### config.mk
export PLATFORM = sky130hd
export DESIGN_NAME = websocket_frame_deframer
export DESIGN_NICKNAME = d
export VERILOG_FILES = /design/src/wfd_pkg.sv /design/src/websocket_frame_deframer.sv
export SDC_FILE = /design/constraint.sdc
export NUM_CORES = 1
export LEC_CHECK = 0
export ABC_CLOCK_PERIOD_IN_PS = 11100
export BUFFER_PORTS_ARGS = -buffer_cell sky130_fd_sc_hd__buf_2
export CORE_ASPECT_RATIO = 1.25
export CORE_MARGIN = 4
export CORE_UTILIZATION = 50
export CTS_CLUSTER_DIAMETER = 100
export DETAILED_ROUTE_END_ITERATION = 8
export PLACE_DENSITY = 0.66
export SYNTH_ARGS = -nofsm -noshare
export SYNTH_HDL_FRONTEND = slang
export SYNTH_SLANG_ARGS = --single-unit
export TNS_END_PERCENT = 1
### constraint.sdc
create_clock -name clock -period 11.1 [get_ports clock]
set_input_delay 2.22 -clock clock [delete_from_list [all_inputs] [get_ports clock]]
set_output_delay 2.22 -clock clock [all_outputs]
set_load 0.05 [all_outputs]
### src/wfd_pkg.sv
// ----------------------------------------------------------------------------
// wfd_pkg
// Shared types and codes of the frame deframer and its port checker.
// ----------------------------------------------------------------------------
package wfd_pkg;

   localparam int DEF_LENGTH_WIDTH = 32;

   localparam int BYTE_W     = 8;
   localparam int LEN_OUT_W  = 32;
   localparam int CFG_W      = 32;
   localparam int ACC_W      = 64;
   localparam int REQ_DATA_W = 8;
   localparam int RSP_DATA_W = 48;
   localparam int RSP_USER_W = 4;
   localparam int KIND_W     = 2;
   localparam int ERR_W      = 3;

   // Bit positions inside rsp_tdata / rsp_tuser
   localparam int LEN_LSB  = 0;
   localparam int DATA_LSB = 32;
   localparam int ERR_LSB  = 40;
   localparam int RK_LSB   = 0;
   localparam int MK_LSB   = 2;

   typedef enum logic [KIND_W-1:0] {
      RK_HEADER  = 2'd0,
      RK_PAYLOAD = 2'd1,
      RK_ERROR   = 2'd2
   } result_kind_type;

   typedef enum logic [KIND_W-1:0] {
      MK_TEXT   = 2'd0,
      MK_BINARY = 2'd1,
      MK_PING   = 2'd2
   } message_kind_type;

   typedef enum logic [ERR_W-1:0] {
      ERR_NONE      = 3'd0,
      ERR_CONTINUE  = 3'd1,
      ERR_OPCODE    = 3'd2,
      ERR_TOO_LONG  = 3'd3,
      ERR_TRUNCATED = 3'd4
   } error_code_type;

   localparam logic [3:0] OP_TEXT   = 4'h1;
   localparam logic [3:0] OP_BINARY = 4'h2;
   localparam logic [3:0] OP_PING   = 4'h9;

   localparam logic [6:0] LEN7_EXT16 = 7'd126;
   localparam logic [6:0] LEN7_EXT64 = 7'd127;

   localparam logic [2:0] EXT16_BYTES = 3'd2;
   localparam logic [2:0] EXT64_BYTES = 3'd0;  // eight bytes: count wraps through zero
   localparam logic [2:0] MASK_BYTES  = 3'd4;

endpackage

### src/websocket_frame_deframer.sv
// ----------------------------------------------------------------------------
// websocket_frame_deframer
// Parses one frame header per read, checks it and streams unmasked payload.
// ----------------------------------------------------------------------------
// Each result is registered and appears on rsp_* in the cycle after its request is accepted.
// Throughput: one request per cycle; the single result register stalls
//   req_tready only while a result waits and rsp_tready is low.
// Reset: synchronous, active high; parser returns to the first header byte,
//   max_payload_length returns to all ones, no result pending.
// ----------------------------------------------------------------------------
module websocket_frame_deframer #(
   parameter int LENGTH_WIDTH = wfd_pkg::DEF_LENGTH_WIDTH
) (
   input  logic                            clock,
   input  logic                            reset,
   input  logic                            csr_wr_en,
   input  logic [wfd_pkg::CFG_W-1:0]       csr_wr_data,   // max_payload_length
   input  logic                            req_tvalid,
   output logic                            req_tready,
   input  logic [wfd_pkg::REQ_DATA_W-1:0]  req_tdata,     // [7:0] rx_byte
   input  logic                            req_tlast,     // end_of_read
   output logic                            rsp_tvalid,
   input  logic                            rsp_tready,
   // [31:0] declared_length, [39:32] payload_data, [42:40] error_code, rest 0
   output logic [wfd_pkg::RSP_DATA_W-1:0]  rsp_tdata,
   // [1:0] result_kind, [3:2] message_kind
   output logic [wfd_pkg::RSP_USER_W-1:0]  rsp_tuser,
   output logic                            rsp_tlast      // last_of_frame
);
   import wfd_pkg::*;

   localparam int IDX_W = (LENGTH_WIDTH < 32) ? LENGTH_WIDTH : 32;
   localparam logic [ACC_W-1:0] LEN_LIMIT =
      (LENGTH_WIDTH >= ACC_W) ? {ACC_W{1'b1}} : ((ACC_W'(1) << LENGTH_WIDTH) - ACC_W'(1));

   typedef enum logic [2:0] {
      PH_HDR0, PH_HDR1, PH_EXTLEN, PH_MASK, PH_PAYLOAD, PH_DISCARD
   } phase_type;

   phase_type               phase_ff, phase_in;
   message_kind_type        ftype_ff, ftype_in;
   logic                    mask_on_ff, mask_on_in;
   logic [ACC_W-1:0]        acc_ff, acc_in;
   logic [2:0]              hcnt_ff, hcnt_in;
   logic [31:0]             mkey_ff, mkey_in;
   logic [IDX_W-1:0]        idx_ff, idx_in;
   logic [CFG_W-1:0]        max_len_ff;

   logic                    rsp_valid_ff;
   logic [RSP_DATA_W-1:0]   rsp_data_ff, rsp_data_in;
   logic [RSP_USER_W-1:0]   rsp_user_ff, rsp_user_in;
   logic                    rsp_last_ff, rsp_last_in;

   logic                    accept;
   logic                    res_vld;
   result_kind_type         res_kind;
   error_code_type          res_err;
   logic [BYTE_W-1:0]       res_data;
   logic                    res_last;
   logic                    len_done, hdr_done, too_long;
   logic [BYTE_W-1:0]       mask_byte;
   logic [IDX_W:0]          idx_inc;
   logic [3:0]              opcode;

   assign req_tready = !rsp_valid_ff || rsp_tready;
   assign accept     = req_tvalid && req_tready;

   assign opcode   = req_tdata[3:0];
   assign idx_inc  = {1'b0, idx_ff} + (IDX_W+1)'(1);

   always_comb begin
      unique case (idx_ff[1:0])
         2'd0:    mask_byte = mkey_ff[31:24];
         2'd1:    mask_byte = mkey_ff[23:16];
         2'd2:    mask_byte = mkey_ff[15:8];
         default: mask_byte = mkey_ff[7:0];
      endcase
   end

   always_comb begin
      phase_in   = phase_ff;
      ftype_in   = ftype_ff;
      mask_on_in = mask_on_ff;
      acc_in     = acc_ff;
      hcnt_in    = hcnt_ff;
      mkey_in    = mkey_ff;
      idx_in     = idx_ff;
      res_vld    = 1'b0;
      res_kind   = RK_HEADER;
      res_err    = ERR_NONE;
      res_data   = '0;
      res_last   = 1'b0;
      len_done   = 1'b0;
      hdr_done   = 1'b0;
      too_long   = 1'b0;

      unique case (phase_ff)
         PH_HDR0: begin
            if (!req_tdata[7]) begin
               phase_in = PH_DISCARD;
               res_vld  = 1'b1;
               res_kind = RK_ERROR;
               res_err  = ERR_CONTINUE;
            end else if (opcode == OP_TEXT || opcode == OP_BINARY || opcode == OP_PING) begin
               ftype_in = (opcode == OP_TEXT)   ? MK_TEXT :
                          (opcode == OP_BINARY) ? MK_BINARY : MK_PING;
               phase_in = PH_HDR1;
            end else begin
               phase_in = PH_DISCARD;
               res_vld  = 1'b1;
               res_kind = RK_ERROR;
               res_err  = ERR_OPCODE;
            end
         end
         PH_HDR1: begin
            mask_on_in = req_tdata[7];
            acc_in     = '0;
            if (req_tdata[6:0] == LEN7_EXT16) begin
               hcnt_in  = EXT16_BYTES;
               phase_in = PH_EXTLEN;
            end else if (req_tdata[6:0] == LEN7_EXT64) begin
               hcnt_in  = EXT64_BYTES;
               phase_in = PH_EXTLEN;
            end else begin
               acc_in   = ACC_W'(req_tdata[6:0]);
               len_done = 1'b1;
            end
         end
         PH_EXTLEN: begin
            acc_in   = {acc_ff[ACC_W-BYTE_W-1:0], req_tdata};
            hcnt_in  = hcnt_ff - 3'd1;
            len_done = (hcnt_in == 3'd0);
         end
         PH_MASK: begin
            mkey_in  = {mkey_ff[23:0], req_tdata};
            hcnt_in  = hcnt_ff - 3'd1;
            hdr_done = (hcnt_in == 3'd0);
         end
         PH_PAYLOAD: begin
            res_vld  = 1'b1;
            res_kind = RK_PAYLOAD;
            res_data = mask_on_ff ? (req_tdata ^ mask_byte) : req_tdata;
            idx_in   = idx_inc[IDX_W-1:0];
            // length is nonzero and fits the index here, so equality marks the end
            res_last = (idx_inc == acc_ff[IDX_W:0]);
            if (res_last) begin
               phase_in = PH_DISCARD;
            end
         end
         default: begin
            phase_in = PH_DISCARD;
         end
      endcase

      if (len_done) begin
         too_long = (acc_in > LEN_LIMIT) ||
                    (acc_in > {{(ACC_W-CFG_W){1'b0}}, max_len_ff});
         if (too_long) begin
            phase_in = PH_DISCARD;
            res_vld  = 1'b1;
            res_kind = RK_ERROR;
            res_err  = ERR_TOO_LONG;
         end else if (mask_on_in) begin
            phase_in = PH_MASK;
            hcnt_in  = MASK_BYTES;
         end else begin
            hdr_done = 1'b1;
         end
      end

      if (hdr_done) begin
         idx_in   = '0;
         res_vld  = 1'b1;
         res_kind = RK_HEADER;
         res_last = (acc_in == '0);
         phase_in = res_last ? PH_DISCARD : PH_PAYLOAD;
      end

      // a read that ends mid-frame replaces this byte's result
      if (req_tlast && phase_in != PH_DISCARD && phase_in != PH_HDR0) begin
         res_vld  = 1'b1;
         res_kind = RK_ERROR;
         res_err  = ERR_TRUNCATED;
         res_data = '0;
         res_last = 1'b0;
      end

      rsp_data_in = '0;
      rsp_data_in[LEN_LSB +: LEN_OUT_W] = acc_in[LEN_OUT_W-1:0];
      rsp_data_in[DATA_LSB +: BYTE_W]   = res_data;
      rsp_data_in[ERR_LSB +: ERR_W]     = res_err;
      rsp_user_in = {ftype_in, res_kind};
      rsp_last_in = res_last;

      if (req_tlast) begin
         phase_in   = PH_HDR0;
         ftype_in   = MK_TEXT;
         mask_on_in = 1'b0;
         acc_in     = '0;
         hcnt_in    = '0;
         mkey_in    = '0;
         idx_in     = '0;
      end
   end

   always_ff @(posedge clock) begin
      if (accept && res_vld) begin
         rsp_data_ff <= rsp_data_in;
         rsp_user_ff <= rsp_user_in;
         rsp_last_ff <= rsp_last_in;
      end
      if (reset) begin
         phase_ff     <= PH_HDR0;
         ftype_ff     <= MK_TEXT;
         mask_on_ff   <= 1'b0;
         acc_ff       <= '0;
         hcnt_ff      <= '0;
         mkey_ff      <= '0;
         idx_ff       <= '0;
         max_len_ff   <= '1;
         rsp_valid_ff <= 1'b0;
      end else begin
         if (csr_wr_en) begin
            max_len_ff <= csr_wr_data;
         end
         if (accept) begin
            phase_ff   <= phase_in;
            ftype_ff   <= ftype_in;
            mask_on_ff <= mask_on_in;
            acc_ff     <= acc_in;
            hcnt_ff    <= hcnt_in;
            mkey_ff    <= mkey_in;
            idx_ff     <= idx_in;
         end
         // hold the result until taken; load a new one on any request that makes one
         if (accept) begin
            rsp_valid_ff <= res_vld;
         end else if (rsp_tready) begin
            rsp_valid_ff <= 1'b0;
         end
      end
   end

   assign rsp_tvalid = rsp_valid_ff;
   assign rsp_tdata  = rsp_data_ff;
   assign rsp_tuser  = rsp_user_ff;
   assign rsp_tlast  = rsp_last_ff;

endmodule

==> impl_metrics.toml, run 1 <==
[outcome]
run_status = "finished, final reports clean"

[synthesis]
yosys_most_used_dff = "dfxtp_1"
ys_types = 76
ys_ff_latch = 218
synthTopCellsByArea = "dfxtp_1, edfxtp_1, a22oi_1"
yosysMostFrequentCell = "dfxtp_1"
synth_largest_area_cell = "dfxtp_1"
synthTopCellsByCount = "dfxtp_1, nand2_1, nor2_1"
syn_avg_cell_area_um2 = 8.29
syn_inst = 1523
synth-seq-area-share_pct = 38.4
synth_area_mm2 = 0.0126
synth_top_area_share_pct = 27.0
async_reset_ff_share_pct = 0
yosys_warnings = 0
synth_edf_count = 48

[sta]
max_freq_ghz = 0.157
fin_crit_sh_pct = 57.5
finalSetupViolCount = 0
fin_tns_setup_ns = 0
tightest_slew_ns = 1.09
holdWs_ns = 0.485
rsz0062_at_grt = "no"
finalCriticalPeriod_ns = 6.38
hold_viol = 0
clock_skew_ns = 0.0216
maxSlewHeadroom_pct = 27.5
slew_viol_final = 0

[global_route]
grt_pass1_vias = 10500
grt_max_degree = 90
antenna_found_initial = 0
busiest_layer = "met2"
grt_usage_pct = 25.8
grt.met2_usage_pct = 43.1
overflow = 0
use_met3_pct = 3.26
grt_use_met1_pct = 34.8
grt_first_pass_wirelength_um = 58400

[power_and_ir_drop]
peakVddDrop_uv = 115
p_per_area_mw_per_mm2 = 134
cellLeakagePower_nw = 5.05

[clock_network]
htree_num_levels = 1
cts_tree = "built"
clk_latency_ns = 0.53
cts_hold_buf = 0
cts_root_buf = "clkbuf_16"
cts_buffer_depth = 3
clkSinkCount = 218
cts-resized-gates = 0
cts_buffers = 25
post_cts_buffers = 0
clkTransAtPathRegs_ns = 0.06

[cells_and_area]
fill_cells = 2349
fin_util_pct = 56.1
fin_cells = 1865
areaGrowthSynthToFinish_pct = 9.61
final_nets = 1600
fin_area_mm2 = 0.0138
drive_gt1_share_pct = 12.6
diodes = 0

[hold_path]
hold_class = "reg2reg"

[critical_path]
end_kind = "flop"
cp_data_arrival_time_ns = 6.79
startpoint_type = "flop"
crit_type = "reg2reg"
worstPathMaxFanout = 87
required_ns = 11.51

[drt]
viasPerCell = 6.27
first_pass_iters = 5
via_count = 11700
drc = 0
routed_wl_um = 37100
wl_per_cell_um = 19.9
drtIter0Drc = 919
postRouteAntennaNets = 0

[die]
core_mm2 = 0.0247
io_pins = 101
die_w_um = 150
design.die.area_mm2 = 0.0279
start_util_pct = 51.2
die_h_um = 186
rows = 64

[flow_run]
maxCapViolCount = 0

[place]
place_congestion = 0.948
dp_cells = 1819
place_hpwl_um = 25200
dpl_cell_area_mm2 = 0.0131
io_buffer_count = 95
-- cells in the final DEF, fill, tap and decap left out, types with 9 or more instances in the layout --
cell type    n
or3b_2      23
xor2_1      18
buf_2       94
nand4_1     56
nor2b_1     13
dfxtp_1    167
inv_1       47
nand3_1     63
ha_1        38
edfxtp_1    48
or2_2       11
nor2_1     140
o211ai_1    39
a21oi_1     55
o31ai_1      9
nor4_1      30
o311ai_0     9
nor3b_1     11
clkbuf_16   25
nand2_1    165
a21o_1      11
a31oi_1     21
a22oi_1    120
xnor2_1     24
nor3_1      34
clkbuf_1    13
or4bb_1     23
and3_1      11
o21ai_0     53
buf_4       17
-- where the power goes --
part           switching [W]  internal, W  total [W]
clock               0.000332     0.000470   0.000803
combinational       0.000163    0.0000442   0.000207
sequential         0.0000137     0.000837   0.000851
-- sequential cells by signal, indices dropped and copies added, names as in the netlist --
register,flops
acc_ff,64
ftype_ff,2
hcnt_ff,3
idx_ff,32
mask_on_ff,1
max_len_ff,32
mkey_ff,32
phase_ff,3
rsp_tdata,43
rsp_tlast,1
rsp_tuser,4
rsp_tvalid,1
-- per-layer routing --
metal	part of all wire, %	up-vias
li1	-	5621
met3	5.5	71
met4	3.0	0
met2	48	401
met1	43	5606
met5	0	-
-- layout make-up --
cell class,count,area [µm²],area share [%]
tap,330,413,2.98
clock buffer,42,729,5.27
inverter,49,184,1.33
timing repair buffer,111,598,4.32
sequential,218,4850,35.0
clock inverter,4,55.1,0.398
multi-input combinational,1111,7010,50.7
-- kinds of logic (layout without fill, tap and decap cells) --
kind of cell	count (synthesis)	count (layout)	synth area share (%)
buffers and inverters	198	206	6.50
other	1	5	0.0297
flip-flops	218	218	38.4
AO/OA/AOI/OAI	389	389	21.6
AND/OR/NAND/NOR	630	630	26.2
XOR/XNOR	42	42	2.91
multiplexers	7	7	0.575
adder cells (fa/ha/maj)	38	38	3.77
-- per-stage QoR --
step / power [W] / setup slack, ns
global placement: 0.00107 / 4.43
global route: 0.00193 / 4.24
detailed placement: 0.00107 / 4.24
CTS: 0.00188 / 4.73
floorplan: 0.00102 / 3.48
finish: 0.00186 / 4.72
-- worst paths after layout --
| kind | cells past startpoint | start | end | slack [ns] |
|---|---|---|---|---|
| worst max-delay path | 14 | phase_ff[0] | idx_ff[13] | 4.72 |
| worst min-delay path | 2 | max_len_ff[11] | max_len_ff[11] | 0.48 |
| worst max register to register | 14 | phase_ff[0] | idx_ff[13] | 4.72 |
| worst min register to register | 2 | max_len_ff[11] | max_len_ff[11] | 0.48 |
-- critical path, cell delays in order, from the launching register on --
cell	delay (ns)
dfxtp_2	0.71
buf_4	0.70
a21o_1	0.19
buf_4	0.33
nand2_1	0.09
o21ai_0	0.26
ha_1	0.26
nand4_1	0.18
nor4_1	0.81
nand2b_1	0.11
a31oi_1	0.33
nor4_4	0.13
a2111oi_4	0.96
nand2_1	0.66
o311ai_0	0.50
(Power assumes the default switching activity.)
==> run 2, diff against run 1 <==
--- a/config.mk
+++ b/config.mk
@@ -5,7 +5,7 @@
 export SDC_FILE = /design/constraint.sdc
 export NUM_CORES = 1
 export LEC_CHECK = 0
-export ABC_CLOCK_PERIOD_IN_PS = 11100
+export ABC_CLOCK_PERIOD_IN_PS = 6050
 export BUFFER_PORTS_ARGS = -buffer_cell sky130_fd_sc_hd__buf_2
 export CORE_ASPECT_RATIO = 1.25
 export CORE_MARGIN = 4
==> constraint.sdc (replaced) <==
create_clock -name clock -period 6.05 [get_ports clock]
set_input_delay 1.21 -clock clock [delete_from_list [all_inputs] [get_ports clock]]
set_output_delay 1.21 -clock clock [all_outputs]
set_load 0.05 [all_outputs]
==> run 2 against run 1 <==
Net effect:
- fmax is 21% higher
- core utilization is 0.36 points higher
- sequential cell count stayed put
- clock power is 78% higher
- largest cell class unchanged
- highest routed layer unchanged
- die area stayed put
- routed wire length is 1.9% higher
- register-to-register slack worse by 3.9 ns
- cell count is 0.59% higher
- global-route usage is 0.48 points higher
==> impl_metrics.toml, run 2 (synthesized netlist as in run 1, its figures left out) <==
[sta]
hold_viol = 0
fin_tns_setup_ns = 0
tightest_slew_ns = 1.24
slew_viol_final = 0
clock_skew_ns = 0.0185
finalCriticalPeriod_ns = 5.27
fin_crit_sh_pct = 87.1
rsz0062_at_grt = "no"
finalSetupViolCount = 0
max_freq_ghz = 0.190
maxSlewHeadroom_pct = 17.4

[critical_path]
critPathTopFamily = "compound AO/OA/AOI/OAI gates"
path_cells = "a21o_1, nand2_1, o21ai_0, ha_1, nand4_1, nor4_1, buf_4, nand2b_1, a31oi_1, nor4_4, a2111oi_4, nand2_1, buf_4, o311ai_0"
worstRegToRegCells = 14
cp_data_arrival_time_ns = 5.67
crit_buf_inv = 2
regToRegStartpoint = "phase_ff[1]"
r2r_end = "idx_ff[13]"
end_kind = "flop"
required_ns = 6.45
crit_start = "phase_ff[1]"
worstPathMaxFanout = 31
slowest_stage = "a2111oi_4"
startpoint_type = "flop"
cpPeakStageDelay_ns = 1.06
crit_type = "reg2reg"
r2r_slack_ns = 0.78

[drt]
wl_per_cell_um = 20.1
routed_wl_um = 37800
postRouteAntennaNets = 0
via_count = 11800
drc = 0
first_pass_iters = 5
drtIter0Drc = 980
viasPerCell = 6.27

[cells_and_area]
layout_commonest_cell = "dfxtp_1"
drive_gt1_share_pct = 13.5
seq_area_mm2 = 0.00485
final_nets = 1612
diodes = 0
regMostFlops = "acc_ff"
fin_cells = 1876
multi_input_area_mm2 = 0.00701
fin_util_pct = 56.5
fill_cells = 2303
largest_reg_flops = 64
final_cell_mix = "dfxtp_1, nand2_1, nor2_1, a22oi_1, buf_2"
areaGrowthSynthToFinish_pct = 10.3

[die]
io_pins = 101
core_mm2 = 0.0247
design.die.area_mm2 = 0.0279
start_util_pct = 51.2
rows = 64
die_h_um = 186
die_w_um = 150

[hold_path]
hold-path-endpoint = "hcnt_ff[1]"
hold_class = "reg2reg"
hold_path_depth = 2
hold_start = "hcnt_ff[1]"

[flow_run]
maxCapViolCount = 0

[place]
place_hpwl_um = 25700
io_buffer_count = 95
place_congestion = 0.953
dp_cells = 1832

[global_route]
antenna_found_initial = 0
grt_first_pass_wirelength_um = 59300
overflow = 0
grt_pass1_vias = 10800
grt_max_degree = 87
grt_usage_pct = 26.3

[power_and_ir_drop]
peakVddDrop_uv = 247
p_sw_w = 0.000931
p_per_area_mw_per_mm2 = 243
pwr-share-clk_pct = 42.4
p_int_w = 0.00245
p_comb_share_pct = 11.6
swShare_pct = 27.6
power_w = 0.00338
seq_power_share_pct = 46.0
cellLeakagePower_nw = 5.12

[clock_network]
clkSinkCount = 218
cts_root_buf = "clkbuf_16"
cts-resized-gates = 0
cts_tree = "built"
cts_hold_buf = 0
htree_num_levels = 1
clk_latency_ns = 0.53
clkTransAtPathRegs_ns = 0.07
post_cts_buffers = 0
cts_buffer_depth = 3
cts_buffers = 24

[outcome]
run_status = "finished, final reports clean"
-- run 2: cell types whose count changed in the layout (fill, tap and decap cells not counted), sizes merged --
cell	change
bufinv	+1
buf	+13
clkinv	+11
inv	-2
clkbuf	-12
-- run 2: through the flow --
step           hold slack (ns)  cell area, µm²  setup slack, ns
2_1_floorplan            0.448           12600            0.505
3_3_place_gp             0.475           13200            0.762
3_5_place_dp             0.475           13200            0.583
4_1_cts                  0.484           13900            0.839
5_1_grt                  0.510           13900            0.304
6_report                 0.486           13900            0.782
-- run 2: power by group through the flow --
stage               Sequential (W)  Clock (W)  Combinational (W)
floorplan                  0.00167          0           0.000188
global placement           0.00159          0           0.000386
detailed placement         0.00158          0           0.000390
CTS                        0.00155    0.00145           0.000391
global route               0.00156    0.00153           0.000421
finish                     0.00155    0.00143           0.000391
-- run 2: worst max path at each step --
stage | end | slack (ns) | cells after the start
2_1_floorplan | rsp_tdata[0] | 0.51 | 14
5_1_grt | idx_ff[13] | 0.30 | 14
3_5_place_dp | idx_ff[13] | 0.58 | 15
4_1_cts | idx_ff[13] | 0.84 | 14
6_report | idx_ff[13] | 0.78 | 14
3_3_place_gp | idx_ff[12] | 0.76 | 15
-- run 2: final cells by class --
cell class / instances / share of cell area, %
Multi-Input combinational cell: 1111 / 50.3
Sequential cell: 218 / 34.8
Timing Repair Buffer: 124 / 5.09
Clock buffer: 30 / 4.55
Tap cell: 330 / 2.97
Inverter: 49 / 1.32
Clock inverter: 14 / 0.926
-- run 2: worst min-delay path, delay by kind of cell, from the launching register on --
kind / cells / cell delay [ns]
compound gates: 1 / 0.05
simple gates: 1 / 0.06
flops: 1 / 0.32
-- run 2: routing by layer --
layer,track usage [%],routed length (µm)
met5,0,0
met4,8.75,1250
met3,3.58,2330
met2,44.1,17800
met1,35.2,16400
==> run 3, diff against run 2 <==
--- a/config.mk
+++ b/config.mk
@@ -12,6 +12,7 @@
 export CORE_UTILIZATION = 50
 export CTS_CLUSTER_DIAMETER = 100
 export DETAILED_ROUTE_END_ITERATION = 8
+export MAX_ROUTING_LAYER = met4
 export PLACE_DENSITY = 0.66
 export SYNTH_ARGS = -nofsm -noshare
 export SYNTH_HDL_FRONTEND = slang
==> run 3 against run 2 <==
Net effect:
- register-to-register slack improved by 0.29 ns
- core utilization is 0.36 points higher
- sequential power barely moved
- sequential share of layout area fell by 0.22 points
- via count up 0.21%
- worst setup slack improved by 0.29 ns
- die area did not move
- global-route usage is 1.4 points higher
- sequential cell count unchanged
- combinational power hardly changed
- first-iteration DRC count down 14%
- largest cell class unchanged
- highest routed layer unchanged
==> impl_metrics.toml, run 3 (synthesized netlist as in run 1, its figures left out) <==
[critical_path]
crit_buf_inv = 2
crit_start = "phase_ff[1]"
regToRegStartpoint = "phase_ff[1]"
crit_type = "reg2reg"
cp_data_arrival_time_ns = 5.19
cpPeakStageDelay_ns = 0.70
cp_common_cell = "a22oi_1"
worstPathMaxFanout = 45
required_ns = 6.26
slowest_stage = "nor2b_2"
critPathTopFamily = "simple AND/OR/NAND/NOR gates"
startpoint_type = "flop"
end_kind = "flop"
path_cells = "nor2b_2, buf_4, a22oi_1, o21ai_0, ha_1, nand4_1, nor4_1, a22oi_1, nor4_4, a21o_1, nor2_1, a21oi_4, buf_12"

[die]
design.die.area_mm2 = 0.0279
core_mm2 = 0.0247
start_util_pct = 51.2
die_w_um = 150
io_pins = 101
rows = 64
die_h_um = 186

[drt]
wl_met1_um = 15800
viasPerCell = 6.30
routed_wl_um = 38200
postRouteAntennaNets = 0
wl_per_cell_um = 20.4
first_pass_iters = 5
wl_met2_um = 18700
drtIter0Drc = 845
drc = 0
dr.max_layer_used = "met4"
wl_met3_um = 2660
via_count = 11800

[cells_and_area]
seq_area_mm2 = 0.00485
diodes = 0
fin_cells = 1873
final_nets = 1609
final_cell_mix = "dfxtp_1, nand2_1, nor2_1, a22oi_1, buf_2"
drive_gt1_share_pct = 13.7
fill_cells = 2348
multi_input_area_mm2 = 0.00701
areaGrowthSynthToFinish_pct = 11.0
layout_commonest_cell = "dfxtp_1"
regMostFlops = "acc_ff"
largest_reg_flops = 64

[place]
place_hpwl_um = 26100
io_buffer_count = 95
post-place-ws_ns = 1.07
dp_cells = 1829
place_congestion = 1.01

[global_route]
grt_usage_pct = 27.7
grt_first_pass_wirelength_um = 61000
antenna_found_initial = 0
grt_max_degree = 81
overflow = 0
grt_pass1_vias = 11200

[clock_network]
cts-resized-gates = 0
htree_num_levels = 1
cts_buffer_depth = 3
cts_buffers = 24
clkTransAtPathRegs_ns = 0.06
cts_root_buf = "clkbuf_16"
cts_tree = "built"
cts_hold_buf = 0
clkSinkCount = 218
post_cts_buffers = 0
clk_latency_ns = 0.54

[outcome]
run_status = "finished, final reports clean"

[sta]
fin_crit_sh_pct = 82.3
max_freq_ghz = 0.201
finalCriticalPeriod_ns = 4.98
fin_tns_setup_ns = 0
fin_ws_ns = 1.07
finalSetupViolCount = 0
rsz0062_at_grt = "no"
slew_viol_final = 0
maxSlewHeadroom_pct = 16.8
hold_viol = 0
clock_skew_ns = 0.0119
tightest_slew_ns = 1.24

[flow_run]
maxCapViolCount = 0

[hold_path]
hold_start = "max_len_ff[28]"
hold_class = "reg2reg"

[power_and_ir_drop]
peakVddDrop_uv = 236
cellLeakagePower_nw = 5.15
p_per_area_mw_per_mm2 = 255
[run 3: final timing paths]
| kind | endpoint | slack, ns | depth (start not counted) |
|---|---|---|---|
| worst min-delay path | max_len_ff[28] | 0.49 | 2 |
| worst max register to register | rsp_tdata[28] | 1.07 | 13 |
| worst max-delay path | rsp_tdata[28] | 1.07 | 13 |
| worst min register to register | max_len_ff[28] | 0.49 | 2 |
[run 3: layer usage]
metal,global-route usage [%],up-vias
met5,-,-
met4,7.47,0
met3,3.58,73
met2,46.5,452
met1,35.3,5636
li1,-,5634
[run 3: per-stage QoR]
step | area, µm² | hold slack (ns) | utilization (%) | power [W]
3_3_place_gp | 13100 | 0.474 | 53.3 | 0.00197
5_1_grt | 14000 | 0.511 | 56.8 | 0.00369
2_1_floorplan | 12600 | 0.448 | - | 0.00186
6_report | 14000 | 0.486 | 56.8 | 0.00357
3_5_place_dp | 13100 | 0.481 | 53.3 | 0.00198
4_1_cts | 14000 | 0.494 | 56.8 | 0.00360
[run 3: where the power goes]
part	leakage, nW	internal, W	switching (W)	total, W
Sequential	1.86	0.00153	0.0000215	0.00156
Combinational	2.87	0.0000848	0.000306	0.000391
Clock	0.423	0.000982	0.000643	0.00163
[run 3: worst register-to-register path, stage by stage (launching register included)]
cell and delay, ns:
dfxtp_2 0.45, nor2b_2 0.71, buf_4 0.40, a22oi_1 0.10, o21ai_0 0.53, ha_1 0.25, nand4_1 0.23, nor4_1 0.44
a22oi_1 0.21, nor4_4 0.37, a21o_1 0.26, nor2_1 0.13, a21oi_4 0.26, buf_12 0.26
[run 3: area by class of cell]
| class | count | share of cell area, % |
|---|---|---|
| clock buffers | 29 | 4.63 |
| clock inverters | 15 | 1.59 |
| inverters | 49 | 1.31 |
| multi-input cells | 1111 | 50.0 |
| flip-flops and latches | 218 | 34.6 |
| well taps | 330 | 2.95 |
| repair buffers | 121 | 4.89 |
